==> src/rtl/core/change_triggered_trace_ring_unit_macros.svh <==
// assertion macros for the trace ring unit
`ifndef CHANGE_TRIGGERED_TRACE_RING_UNIT_MACROS_SVH
`define CHANGE_TRIGGERED_TRACE_RING_UNIT_MACROS_SVH

// same-cycle implication, disabled in reset
`define CTTR_ASSERT_NOW(label, clk, rst_n, ante, cons) \
    label: assert property (@(posedge clk) disable iff (!rst_n) (ante) |-> (cons)) \
        else $error("trace ring check failed");

// implication with the consequence delayed after the antecedent
`define CTTR_ASSERT_DLY2(label, clk, rst_n, ante, cons) \
    label: assert property (@(posedge clk) disable iff (!rst_n) (ante) |-> ##2 (cons)) \
        else $error("trace ring latency check failed");

`endif

==> src/rtl/core/cttr_pkg.sv <==
// shared types and constants for the trace ring unit
package cttr_pkg;

    localparam int DEPTH_DEF = 256;

    localparam logic [15:0] SAMPLE_IV_RST = 16'd100;
    localparam logic [15:0] HEARTBEAT_RST = 16'd1000;

    localparam logic [2:0] MODE_SAMPLE = 3'd0;
    localparam logic [2:0] MODE_START  = 3'd1;
    localparam logic [2:0] MODE_STOP   = 3'd2;
    localparam logic [2:0] MODE_CLEAR  = 3'd3;
    localparam logic [2:0] MODE_READ   = 3'd4;

    localparam logic REG_SAMPLE_IV = 1'b0;
    localparam logic REG_HEARTBEAT = 1'b1;

    typedef enum logic [2:0] {
        CMD_SAMPLE,
        CMD_START,
        CMD_STOP,
        CMD_CLEAR,
        CMD_READ,
        CMD_NOP
    } t_cmd;

    typedef struct packed {
        logic signed [15:0] duty_set;
        logic signed [15:0] duty_actual;
        logic signed [15:0] target_power;
        logic [7:0]         pilot_state;
        logic [7:0]         status_bits;
    } t_sample;

    typedef struct packed {
        logic [31:0] elapsed_ms;
        t_sample     sample;
    } t_rec;

    localparam int REC_W = $bits(t_rec);

    typedef struct packed {
        t_cmd        cmd;
        logic [31:0] now_ms;
        t_sample     sample;
        logic [7:0]  read_position;
    } t_item;

    typedef struct packed {
        logic [15:0] sample_iv;
        logic [15:0] heartbeat;
    } t_cfg;

endpackage

==> src/rtl/core/cttr_front.sv <==
// command front end: accepts beats, decodes the mode and queues up to two items
module cttr_front (
    input  logic               i_clk,
    input  logic               i_rst_n,
    input  logic               i_start,
    output logic               o_busy,
    input  logic [2:0]         i_mode,
    input  logic [31:0]        i_now_ms,
    input  logic signed [15:0] i_duty_set,
    input  logic signed [15:0] i_duty_actual,
    input  logic signed [15:0] i_target_power,
    input  logic [7:0]         i_pilot_state,
    input  logic [7:0]         i_status_bits,
    input  logic [7:0]         i_read_position,
    input  logic               i_pop,
    output cttr_pkg::t_item    o_item,
    output logic               o_item_valid
);
    import cttr_pkg::*;

    t_item      r_q [2];
    logic       r_head;
    logic [1:0] r_cnt;
    logic [1:0] n_cnt;
    logic       push;
    logic       tail;
    t_item      in_item;
    t_cmd       cmd;

    always_comb begin
        case (i_mode)
            MODE_SAMPLE: cmd = CMD_SAMPLE;
            MODE_START:  cmd = CMD_START;
            MODE_STOP:   cmd = CMD_STOP;
            MODE_CLEAR:  cmd = CMD_CLEAR;
            MODE_READ:   cmd = CMD_READ;
            default:     cmd = CMD_NOP;
        endcase
    end

    always_comb begin
        in_item                     = '0;
        in_item.cmd                 = cmd;
        in_item.now_ms              = i_now_ms;
        in_item.sample.duty_set     = i_duty_set;
        in_item.sample.duty_actual  = i_duty_actual;
        in_item.sample.target_power = i_target_power;
        in_item.sample.pilot_state  = i_pilot_state;
        in_item.sample.status_bits  = i_status_bits;
        in_item.read_position       = i_read_position;
    end

    assign o_busy       = (r_cnt == 2'd2);
    assign push         = i_start && !o_busy;
    assign tail         = r_head ^ r_cnt[0];
    assign o_item       = r_q[r_head];
    assign o_item_valid = (r_cnt != 2'd0);

    always_comb begin
        n_cnt = r_cnt;
        case ({push, i_pop})
            2'b10:   n_cnt = r_cnt + 2'd1;
            2'b01:   n_cnt = r_cnt - 2'd1;
            default: n_cnt = r_cnt;
        endcase
    end

    always_ff @(posedge i_clk) begin
        if (!i_rst_n) begin
            r_head <= 1'b0;
            r_cnt  <= 2'd0;
        end else begin
            r_cnt <= n_cnt;
            if (i_pop) begin
                r_head <= ~r_head;
            end
        end
    end

    always_ff @(posedge i_clk) begin
        if (push) begin
            r_q[tail] <= in_item;
        end
    end
endmodule

==> config.mk <==
export PLATFORM = sky130hd
export DESIGN_NAME = cttr_front
export DESIGN_NICKNAME = d
export VERILOG_FILES = /design/src/rtl/core/change_triggered_trace_ring_unit_macros.svh /design/src/rtl/core/cttr_pkg.sv /design/src/rtl/core/cttr_front.sv
export SDC_FILE = /design/constraint.sdc
export NUM_CORES = 1
export LEC_CHECK = 0
export BUFFER_PORTS_ARGS = -buffer_cell sky130_fd_sc_hd__buf_2
export CELL_PAD_IN_SITES_DETAIL_PLACEMENT = 0
export CELL_PAD_IN_SITES_GLOBAL_PLACEMENT = 1
export CORE_MARGIN = 2
export CORE_UTILIZATION = 45
export CTS_BUF_LIST = sky130_fd_sc_hd__clkbuf_8 sky130_fd_sc_hd__clkbuf_16
export DETAILED_ROUTE_END_ITERATION = 16
export PLACE_DENSITY = 0.79
export SLEW_MARGIN = 20
export SYNTH_ARGS = -nofsm -noshare
export SYNTH_HDL_FRONTEND = slang
export SYNTH_SLANG_ARGS = --single-unit
==> constraint.sdc <==
create_clock -name i_clk -period 20.5 [get_ports i_clk]
set_input_delay 4.1 -clock i_clk [delete_from_list [all_inputs] [get_ports i_clk]]
set_output_delay 4.1 -clock i_clk [all_outputs]
set_load 0.05 [all_outputs]
==> flow_metrics.env, run 1 <==
export IMPL_status="completed"
export IMPL_crit_chain="buf_4 -> mux2_2 -> buf_2"
export IMPL_final_core_util_pct=58.0
export IMPL_clock_latency_ns=0.48
export IMPL_dieArea_um2=18800
export IMPL_postCtsSetupBuffers=0
export IMPL_cp_arrival_ns=2.72
export IMPL_cts_buffers=23
export IMPL_grt_max_degree=62
export IMPL_layout_worst_path_cycle_share_pct=33.3
export IMPL_critical_path_max_stage_delay_ns=0.75
export IMPL_synthCells=361
export IMPL_viasPerCell=4.86
export IMPL_row_count=48
export IMPL_yosys_area_top_type="edfxtp_1"
export IMPL_tightest_slew_ns=0.804
export IMPL_endpoint="o_item[23]"
export IMPL_synthToLayoutAreaGrowth_pct=25.9
export IMPL_power_per_cell_area_nw_per_um2=124
export IMPL_synth_area_um2=7970
export IMPL_drtIter0Drc=168
export IMPL_yosysTopAreaCellShare_pct=80.6
export IMPL_max_cap_violations=0
export IMPL_cts_hold_buffers=0
export IMPL_start_util_pct=46.1
export IMPL_gp_congestion=0.760
export IMPL_setup_viol_count_final=0
export IMPL_synth_adder_area_share_pct=0.157
export IMPL_cp_start_kind="flop"
export IMPL_maxSlewViolCount=0
export IMPL_cts_buffer_depth=3
export IMPL_drtAntennaViolNets=0
export IMPL_post_dp_cell_area_um2=9290
export IMPL_cts_root_buf="clkbuf_16"
export IMPL_finalHoldViolations=0
export IMPL_ios=220
export IMPL_busiest_layer="met2"
export IMPL_grt_pass1_vias=4296
export IMPL_dp_slack_ns=14.16
export IMPL_grt_usage_pct=15.0
export IMPL_yosys_cell_types_count=22
export IMPL_period_minus_slack_ns=6.82
export IMPL_synth_compound_area_share_pct=0.377
export IMPL_clk_pin_slew_ns=0.06
export IMPL_cts_tree="done"
export IMPL_r2r_cells=4
export IMPL_leakagePower_nw=3.79
export IMPL_r2r_start="r_cnt[0]"
export IMPL_hp_class="reg -> reg"
export IMPL_ys_seq_area_share_pct=81.6
export IMPL_synth_simple_area_share_pct=0.737
export IMPL_cts_sinks=218
export IMPL_wl_mm=14.6
export IMPL_wl_per_cell_um=17.5
export IMPL_grt_ovfl_total=0
export IMPL_hpwl_mm=9.57
export IMPL_synth_seq_cells=218
export IMPL_fin_area_um2=10000
export IMPL_nets=707
export IMPL_ir_drop_mv=0.0909
export IMPL_die_w_um=137
export IMPL_synthMuxAreaShare_pct=15.4
export IMPL_die_h_um=137
export IMPL_antenna_found_initial=0
export IMPL_yosys_top_cells_area="edfxtp_1, mux2_2, dfxtp_1, buf_6, mux2_4"
export IMPL_slew_headroom_pct=46.4
export IMPL_cts_max_level=1
export IMPL_first_pass_iters=4
export IMPL_post_cts_resized=0
export IMPL_hold_ws_ns=0.551
export IMPL_grt_pass1_wl_mm=21.9
export IMPL_critPathRequiredTime_ns=16.40
export IMPL_ys_warnings_count=0
export IMPL_core_um2=17300
export IMPL_use_met3_pct=5.26
export IMPL_cp_slowest_cell="dfxtp_4"
export IMPL_r2r_end="r_q[1][11]"
export IMPL_synth_xor_area_share_pct=0.330
export IMPL_fmaxAchievable_mhz=147
export IMPL_num_vias=4062
export IMPL_portBuffers=219
export IMPL_cp_max_fo=61
export IMPL_syn_area_per_cell_um2=22.1
export IMPL_worst_slack_ns=13.68
export IMPL_use_met1_pct=18.4
export IMPL_path_class="reg -> out"
export IMPL_timing_setup_tns_ns=0
export IMPL_finClkSkew_ns=0.00621
export IMPL_diodes=0
export IMPL_synth_top_family_by_area="multiplexers"
export IMPL_rsz0062_at_grt="false"
export IMPL_ff2ff_setup_slack_ns=17.85
export IMPL_grt_met2_usage_pct=25.2
export IMPL_syn_num_nets=473
export IMPL_drive_above_1_share_pct=60.0
export IMPL_route_detailed_drc=0
export IMPL_end_kind="output pin"
cell families after synthesis:
logic type      after synthesis
flops                       218
buf+inv                      16
mux                         108
compound gates                5
xor+xnor                      3
simple gates                 10
fa+ha+maj                     1
routing by layer:
metal,share of wire (%),wire [um],vias to the layer above
met3,9.9,1450,19
met1,39,5730,1998
li1,-,-,1894
met5,0,0,-
met4,1.5,221,0
met2,49,7230,151
report_power, final:
group          switching (mW)  internal, mW  total [mW]
combinational           0.197        0.0683       0.265
clock                   0.155         0.248       0.403
sequential             0.0167         0.559       0.576
total                   0.368         0.876        1.24
cell type report:
type	instances	area [um2]
multi-input cells	127	1360
flip-flops and latches	218	6510
fillers	1311	7260
clock inverters	15	146
repair buffers	223	1130
inverters	2	7.51
clock buffers	25	603
well taps	225	282
flip-flops by register name, summed over array words and instances (netlist names), named ones only:
register  cells
r_head        1
r_q         214
r_cnt         2
how the worst min path moves through the flow:
stage                        start  endpoint  slack (ns)  depth (start not counted)
after floorplan           r_cnt[1]  r_cnt[1]        0.48                          2
after global placement    r_cnt[1]  r_cnt[1]        0.50                          2
after detailed placement  r_cnt[1]  r_cnt[1]        0.55                          2
after CTS                 r_cnt[1]  r_cnt[1]        0.56                          2
after global routing      r_cnt[1]  r_cnt[1]        0.57                          2
final                     r_cnt[1]  r_cnt[1]        0.55                          2
layout by cell type (no fill, tap or decap), types with 2 or more instances in the layout:
cell type	count
clkbuf_16	23
buf_4	4
o21ai_0	2
xnor2_1	2
bufinv_16	3
edfxtp_1	214
buf_2	219
clkinv_2	3
clkbuf_8	2
dfxtp_1	3
inv_1	9
mux2_2	104
and2_1	3
mux2_4	3
stage by stage:
step                power (mW)  std cells
global route              1.29        835
CTS                       1.26        835
finish                    1.24        835
detailed placement       0.853        795
global placement         0.847        795
floorplan                0.794        361
cell usage after synthesis (all sizes together):
cell type and number:
a21boi 1, a21o 1, a21oi 1, and2 4, buf 13, clkbuf 1, dfxtp 4, edfxtp 214
ha 1, inv 2, mux2 107, mux2i 1, nor2 1, nor2b 2, nor3 1, o21ai 2
or2 1, or3 1, xnor2 2, xor2 1
worst max-delay path: cells and delay by family, from the launching register on:
family | cells | cell delay [ns]
buf+inv | 2 | 0.94
mux | 1 | 0.43
flops | 1 | 0.75
No activity file was read; power rests on OpenSTA's default activity.
==> inputs of run 2 (changes only) <==
--- a/config.mk
+++ b/config.mk
@@ -9,10 +9,10 @@
 export CELL_PAD_IN_SITES_DETAIL_PLACEMENT = 0
 export CELL_PAD_IN_SITES_GLOBAL_PLACEMENT = 1
 export CORE_MARGIN = 2
-export CORE_UTILIZATION = 45
+export CORE_UTILIZATION = 44
 export CTS_BUF_LIST = sky130_fd_sc_hd__clkbuf_8 sky130_fd_sc_hd__clkbuf_16
 export DETAILED_ROUTE_END_ITERATION = 16
-export PLACE_DENSITY = 0.79
+export PLACE_DENSITY = 0.77
 export SLEW_MARGIN = 20
 export SYNTH_ARGS = -nofsm -noshare
 export SYNTH_HDL_FRONTEND = slang
==> constraint.sdc (replaced) <==
create_clock -name i_clk -period 6.3 [get_ports i_clk]
set_input_delay 1.26 -clock i_clk [delete_from_list [all_inputs] [get_ports i_clk]]
set_output_delay 1.26 -clock i_clk [all_outputs]
set_load 0.05 [all_outputs]
==> flow_metrics.env, run 2 (synthesized netlist as in run 1, its figures left out) <==
export IMPL_switching_power_mw=1.20
export IMPL_final_core_util_pct=56.0
export IMPL_layout_worst_path_cycle_share_pct=62.5
export IMPL_leakagePower_nw=3.76
export IMPL_post_dp_cell_area_um2=9290
export IMPL_cts_root_buf="clkbuf_16"
export IMPL_postCtsSetupBuffers=0
export IMPL_end_kind="output pin"
export IMPL_grt_pass1_vias=4452
export IMPL_fmaxAchievable_mhz=254
export IMPL_regMostFlops="r_q"
export IMPL_cp_start_kind="flop"
export IMPL_grt_pass1_wl_mm=22.8
export IMPL_power_switching_share_pct=29.8
export IMPL_slew_headroom_pct=43.0
export IMPL_viasPerCell=4.86
export IMPL_wl_per_cell_um=17.7
export IMPL_cp_arrival_ns=2.68
export IMPL_grt_usage_pct=14.7
export IMPL_cts_sinks=218
export IMPL_row_count=49
export IMPL_start_util_pct=44.5
export IMPL_cts_max_level=1
export IMPL_clk_pin_slew_ns=0.06
export IMPL_r2r_cells=4
export IMPL_wl_mm=14.9
export IMPL_gp_congestion=0.754
export IMPL_cp_max_fo=62
export IMPL_core_um2=17900
export IMPL_num_vias=4079
export IMPL_grt_max_degree=63
export IMPL_endpoint="o_item[38]"
export IMPL_hold_ws_ns=0.565
export IMPL_die_h_um=139
export IMPL_drive_above_1_share_pct=60.0
export IMPL_cts_buffers=22
export IMPL_clock_latency_ns=0.48
export IMPL_power_per_cell_area_nw_per_um2=401
export IMPL_final_cell_mix="buf_2, edfxtp_1, mux2_2, clkbuf_16, clkinv_1"
export IMPL_seq_power_share_pct=46.7
export IMPL_drtIter0Drc=184
export IMPL_r2r_start="r_cnt[0]"
export IMPL_hpwl_mm=9.74
export IMPL_route_detailed_drc=0
export IMPL_timing_setup_tns_ns=0
export IMPL_fin_area_um2=10000
export IMPL_cts_hold_buffers=0
export IMPL_ios=220
export IMPL_finClkSkew_ns=0.00758
export IMPL_ir_drop_mv=0.250
export IMPL_period_minus_slack_ns=3.94
export IMPL_antenna_found_initial=0
export IMPL_die_w_um=139
export IMPL_status="completed"
export IMPL_r2r_end="r_q[1][6]"
export IMPL_maxSlewViolCount=0
export IMPL_critPathRequiredTime_ns=5.04
export IMPL_finalHoldViolations=0
export IMPL_tightest_slew_ns=0.855
export IMPL_ff2ff_setup_slack_ns=3.64
export IMPL_rsz0062_at_grt="false"
export IMPL_cts_tree="done"
export IMPL_power_total_mw=4.02
export IMPL_largest_register_ffs=214
export IMPL_cts_buffer_depth=3
export IMPL_post_cts_resized=0
export IMPL_p_comb_share_pct=21.4
export IMPL_p_clk_share_pct=31.9
export IMPL_first_pass_iters=4
export IMPL_setup_viol_count_final=0
export IMPL_dieArea_um2=19200
export IMPL_drtAntennaViolNets=0
export IMPL_nets=706
export IMPL_final_common_cell="buf_2"
export IMPL_synthToLayoutAreaGrowth_pct=25.8
export IMPL_intPower_mw=2.82
export IMPL_path_class="reg -> out"
export IMPL_portBuffers=219
export IMPL_hp_class="reg -> reg"
export IMPL_grt_ovfl_total=0
export IMPL_max_cap_violations=0
export IMPL_largest_registers="r_q x214, r_cnt x2, r_head x1"
==> run 2: changes by cell type in the layout (fill, tap and decap cells not counted), sizes merged <==
cell	change
inv	-6
diode	+1
clkbuf	-2
clkinv	+7
clkinvlp	+1
==> run 2: through the flow <==
stage | instances | setup WS, ns
floorplan | 361 | 1.81
global placement | 799 | 2.84
detailed placement | 799 | 2.80
CTS | 839 | 2.26
global route | 839 | 2.16
finish | 840 | 2.36
==> run 2: layout make-up <==
cell class | instances | area [um2]
fillers | 1443 | 7870
flip-flops and latches | 218 | 6510
multi-input cells | 127 | 1360
repair buffers | 223 | 1130
clock buffers | 23 | 576
well taps | 229 | 287
clock inverters | 17 | 156
inverters | 2 | 7.51
diodes | 1 | 2.50
==> run 2: per-layer routing <==
| layer | global-route usage (%) | vias to the layer above | share of wire (%) |
|---|---|---|---|
| met5 | 0 | - | 0 |
| met1 | 17.3 | 1995 | 39 |
| met4 | 4.52 | 0 | 2.1 |
| met3 | 4.49 | 22 | 8.4 |
| met2 | 26.1 | 166 | 50 |
| li1 | - | 1896 | - |
==> run 2: critical path, cell delays in order (launching register included) <==
cell,delay [ns]
dfxtp_4,0.91
buf_4,0.63
mux2_2,0.41
buf_2,0.21
==> run 2: power by group through the flow <==
stage | Clock [mW] | Sequential, mW | Combinational, mW
after floorplan | 0 | 1.89 | 0.682
after global placement | 0 | 1.90 | 0.856
after detailed placement | 0 | 1.91 | 0.868
after CTS | 1.32 | 1.88 | 0.871
after global routing | 1.37 | 1.89 | 0.903
final | 1.28 | 1.88 | 0.860
==> run 2: worst min path at each step <==
stage,start,to,cells after the start,slack (ns)
finish,r_cnt[1],r_cnt[1],2,0.57
global route,r_cnt[1],r_cnt[1],2,0.63
CTS,r_cnt[1],r_cnt[1],2,0.57
detailed placement,r_cnt[1],r_cnt[1],2,0.56
global placement,r_cnt[1],r_cnt[1],2,0.50
floorplan,r_cnt[1],r_cnt[1],2,0.48
==> inputs of run 3 (changes only) <==
==> constraint.sdc (replaced) <==
create_clock -name i_clk -period 3.95 [get_ports i_clk]
set_input_delay 0.79 -clock i_clk [delete_from_list [all_inputs] [get_ports i_clk]]
set_output_delay 0.79 -clock i_clk [all_outputs]
set_load 0.05 [all_outputs]
==> flow_metrics.env, run 3 (synthesized netlist as in run 1, its figures left out) <==
export IMPL_dp_cells=799
export IMPL_hpwl_mm=9.44
export IMPL_slew_headroom_pct=41.1
export IMPL_nFillCells=1399
export IMPL_wl_mm=14.6
export IMPL_rsz0062_at_grt="false"
export IMPL_nets=706
export IMPL_synthToLayoutAreaGrowth_pct=25.5
export IMPL_switching_power_mw=1.89
export IMPL_grt_usage_pct=14.7
export IMPL_die_h_um=139
export IMPL_drive_above_1_share_pct=59.5
export IMPL_power_switching_share_pct=29.9
export IMPL_cts_root_buf="clkbuf_16"
export IMPL_gp_congestion=0.766
export IMPL_leakagePower_nw=3.75
export IMPL_critPathRequiredTime_ns=3.16
export IMPL_p_clk_share_pct=30.9
export IMPL_drtAntennaViolNets=0
export IMPL_start_util_pct=44.5
export IMPL_setup_viol_count_final=0
export IMPL_post_cts_resized=0
export IMPL_regMostFlops="r_q"
export IMPL_ir_drop_mv=0.565
export IMPL_largest_registers="r_q x214, r_cnt x2, r_head x1"
export IMPL_route_detailed_drc=0
export IMPL_r2r_start="r_cnt[0]"
export IMPL_seq_area_um2=6510
export IMPL_max_cap_violations=0
export IMPL_die_w_um=139
export IMPL_finalHoldViolations=0
export IMPL_maxSlewViolCount=0
export IMPL_intPower_mw=4.43
export IMPL_dieArea_um2=19200
export IMPL_layout_worst_path_cycle_share_pct=79.2
export IMPL_first_pass_iters=4
export IMPL_drtIter0Drc=184
export IMPL_viasPerCell=4.86
export IMPL_end_kind="output pin"
export IMPL_timing_setup_tns_ns=0
export IMPL_cts_tree="done"
export IMPL_final_common_cell="buf_2"
export IMPL_status="completed"
export IMPL_cp_max_fo=60
export IMPL_r2r_cells=4
export IMPL_grt_pass1_vias=4365
export IMPL_layoutNonFillerInstCount=837
export IMPL_ff2ff_setup_slack_ns=1.71
export IMPL_r2r_end="r_q[1][49]"
export IMPL_final_cell_mix="buf_2, edfxtp_1, mux2_2, clkbuf_16, inv_1"
export IMPL_cts_buffers=22
export IMPL_finClkSkew_ns=0.00888
export IMPL_cp_start_kind="flop"
export IMPL_grt_pass1_wl_mm=22.6
export IMPL_min_delay_start="i_duty_set[14]"
export IMPL_core_um2=17900
export IMPL_cts_max_level=1
export IMPL_power_per_cell_area_nw_per_um2=632
export IMPL_antenna_found_initial=2
export IMPL_num_vias=4068
export IMPL_clk_pin_slew_ns=0.06
export IMPL_period_minus_slack_ns=3.13
export IMPL_clock_latency_ns=0.49
export IMPL_row_count=49
export IMPL_path_class="reg -> out"
export IMPL_grt_max_degree=64
export IMPL_p_comb_share_pct=21.9
export IMPL_portBuffers=219
export IMPL_seq_power_share_pct=47.2
export IMPL_wl_per_cell_um=17.4
export IMPL_cts_buffer_depth=3
export IMPL_tightest_slew_ns=0.883
export IMPL_cts_sinks=218
export IMPL_postCtsSetupBuffers=0
export IMPL_cp_arrival_ns=2.34
export IMPL_hold_path_endpoint="r_q[0][70]"
export IMPL_multi_input_area_um2=1360
export IMPL_fmaxAchievable_mhz=320
export IMPL_ios=220
export IMPL_largest_register_ffs=214
export IMPL_grt_ovfl_total=0
export IMPL_hp_class="in -> reg"
export IMPL_min_path_cells=1
export IMPL_cts_hold_buffers=0
[run 3: per-stage QoR]
| step | cell area [um2] | hold WS, ns | utilization, % | worst slack (ns) | power, mW |
|---|---|---|---|---|---|
| floorplan | 7980 | 0.479 | - | 1.12 | 4.09 |
| global placement | 9320 | 0.501 | 52.1 | 1.33 | 4.40 |
| detailed placement | 9320 | 0.520 | 52.1 | 1.32 | 4.43 |
| CTS | 10000 | 0.460 | 55.9 | 0.793 | 6.41 |
| global route | 10000 | 0.457 | 55.9 | 0.700 | 6.57 |
| finish | 10000 | 0.482 | 55.9 | 0.821 | 6.32 |
[run 3: cell type report]
class,count,area share (%)
antenna,1,0.0250
clock buffer,23,5.75
clock inverter,14,1.08
inverter,2,0.0750
multi-input combinational,127,13.6
sequential,218,65.1
tap,229,2.86
timing repair buffer,223,11.5
[run 3: layer usage]
| metal | track usage, % | vias up | wire [um] |
|---|---|---|---|
| met5 | 0 | - | 13 |
| met4 | 3.93 | 2 | 268 |
| met3 | 5.63 | 24 | 1420 |
| met2 | 25.5 | 162 | 7240 |
| met1 | 17.3 | 1989 | 5620 |
| li1 | - | 1891 | - |
[run 3: worst max path at each step]
stage                        from          to  slack (ns)
final                        flop  o_item[61]        0.82
after global routing         flop  o_item[24]        0.70
after CTS                    flop  o_item[60]        0.79
after detailed placement     flop  o_item[24]        1.32
after global placement       flop  o_item[61]        1.33
after floorplan           i_start   r_q[0][0]        1.12
[run 3: power groups by stage]
stage	clock [mW]	combinational [mW]	sequential (mW)
2_1_floorplan	0	1.09	3.00
3_3_place_gp	0	1.38	3.02
3_5_place_dp	0	1.40	3.03
4_1_cts	2.02	1.40	2.99
5_1_grt	2.10	1.46	3.01
6_report	1.95	1.38	2.98
[run 3: worst max-delay path, stage by stage, from the launching register on]
cell	delay, ns
dfxtp_4	0.75
buf_12	0.34
mux2_2	0.40
buf_2	0.21
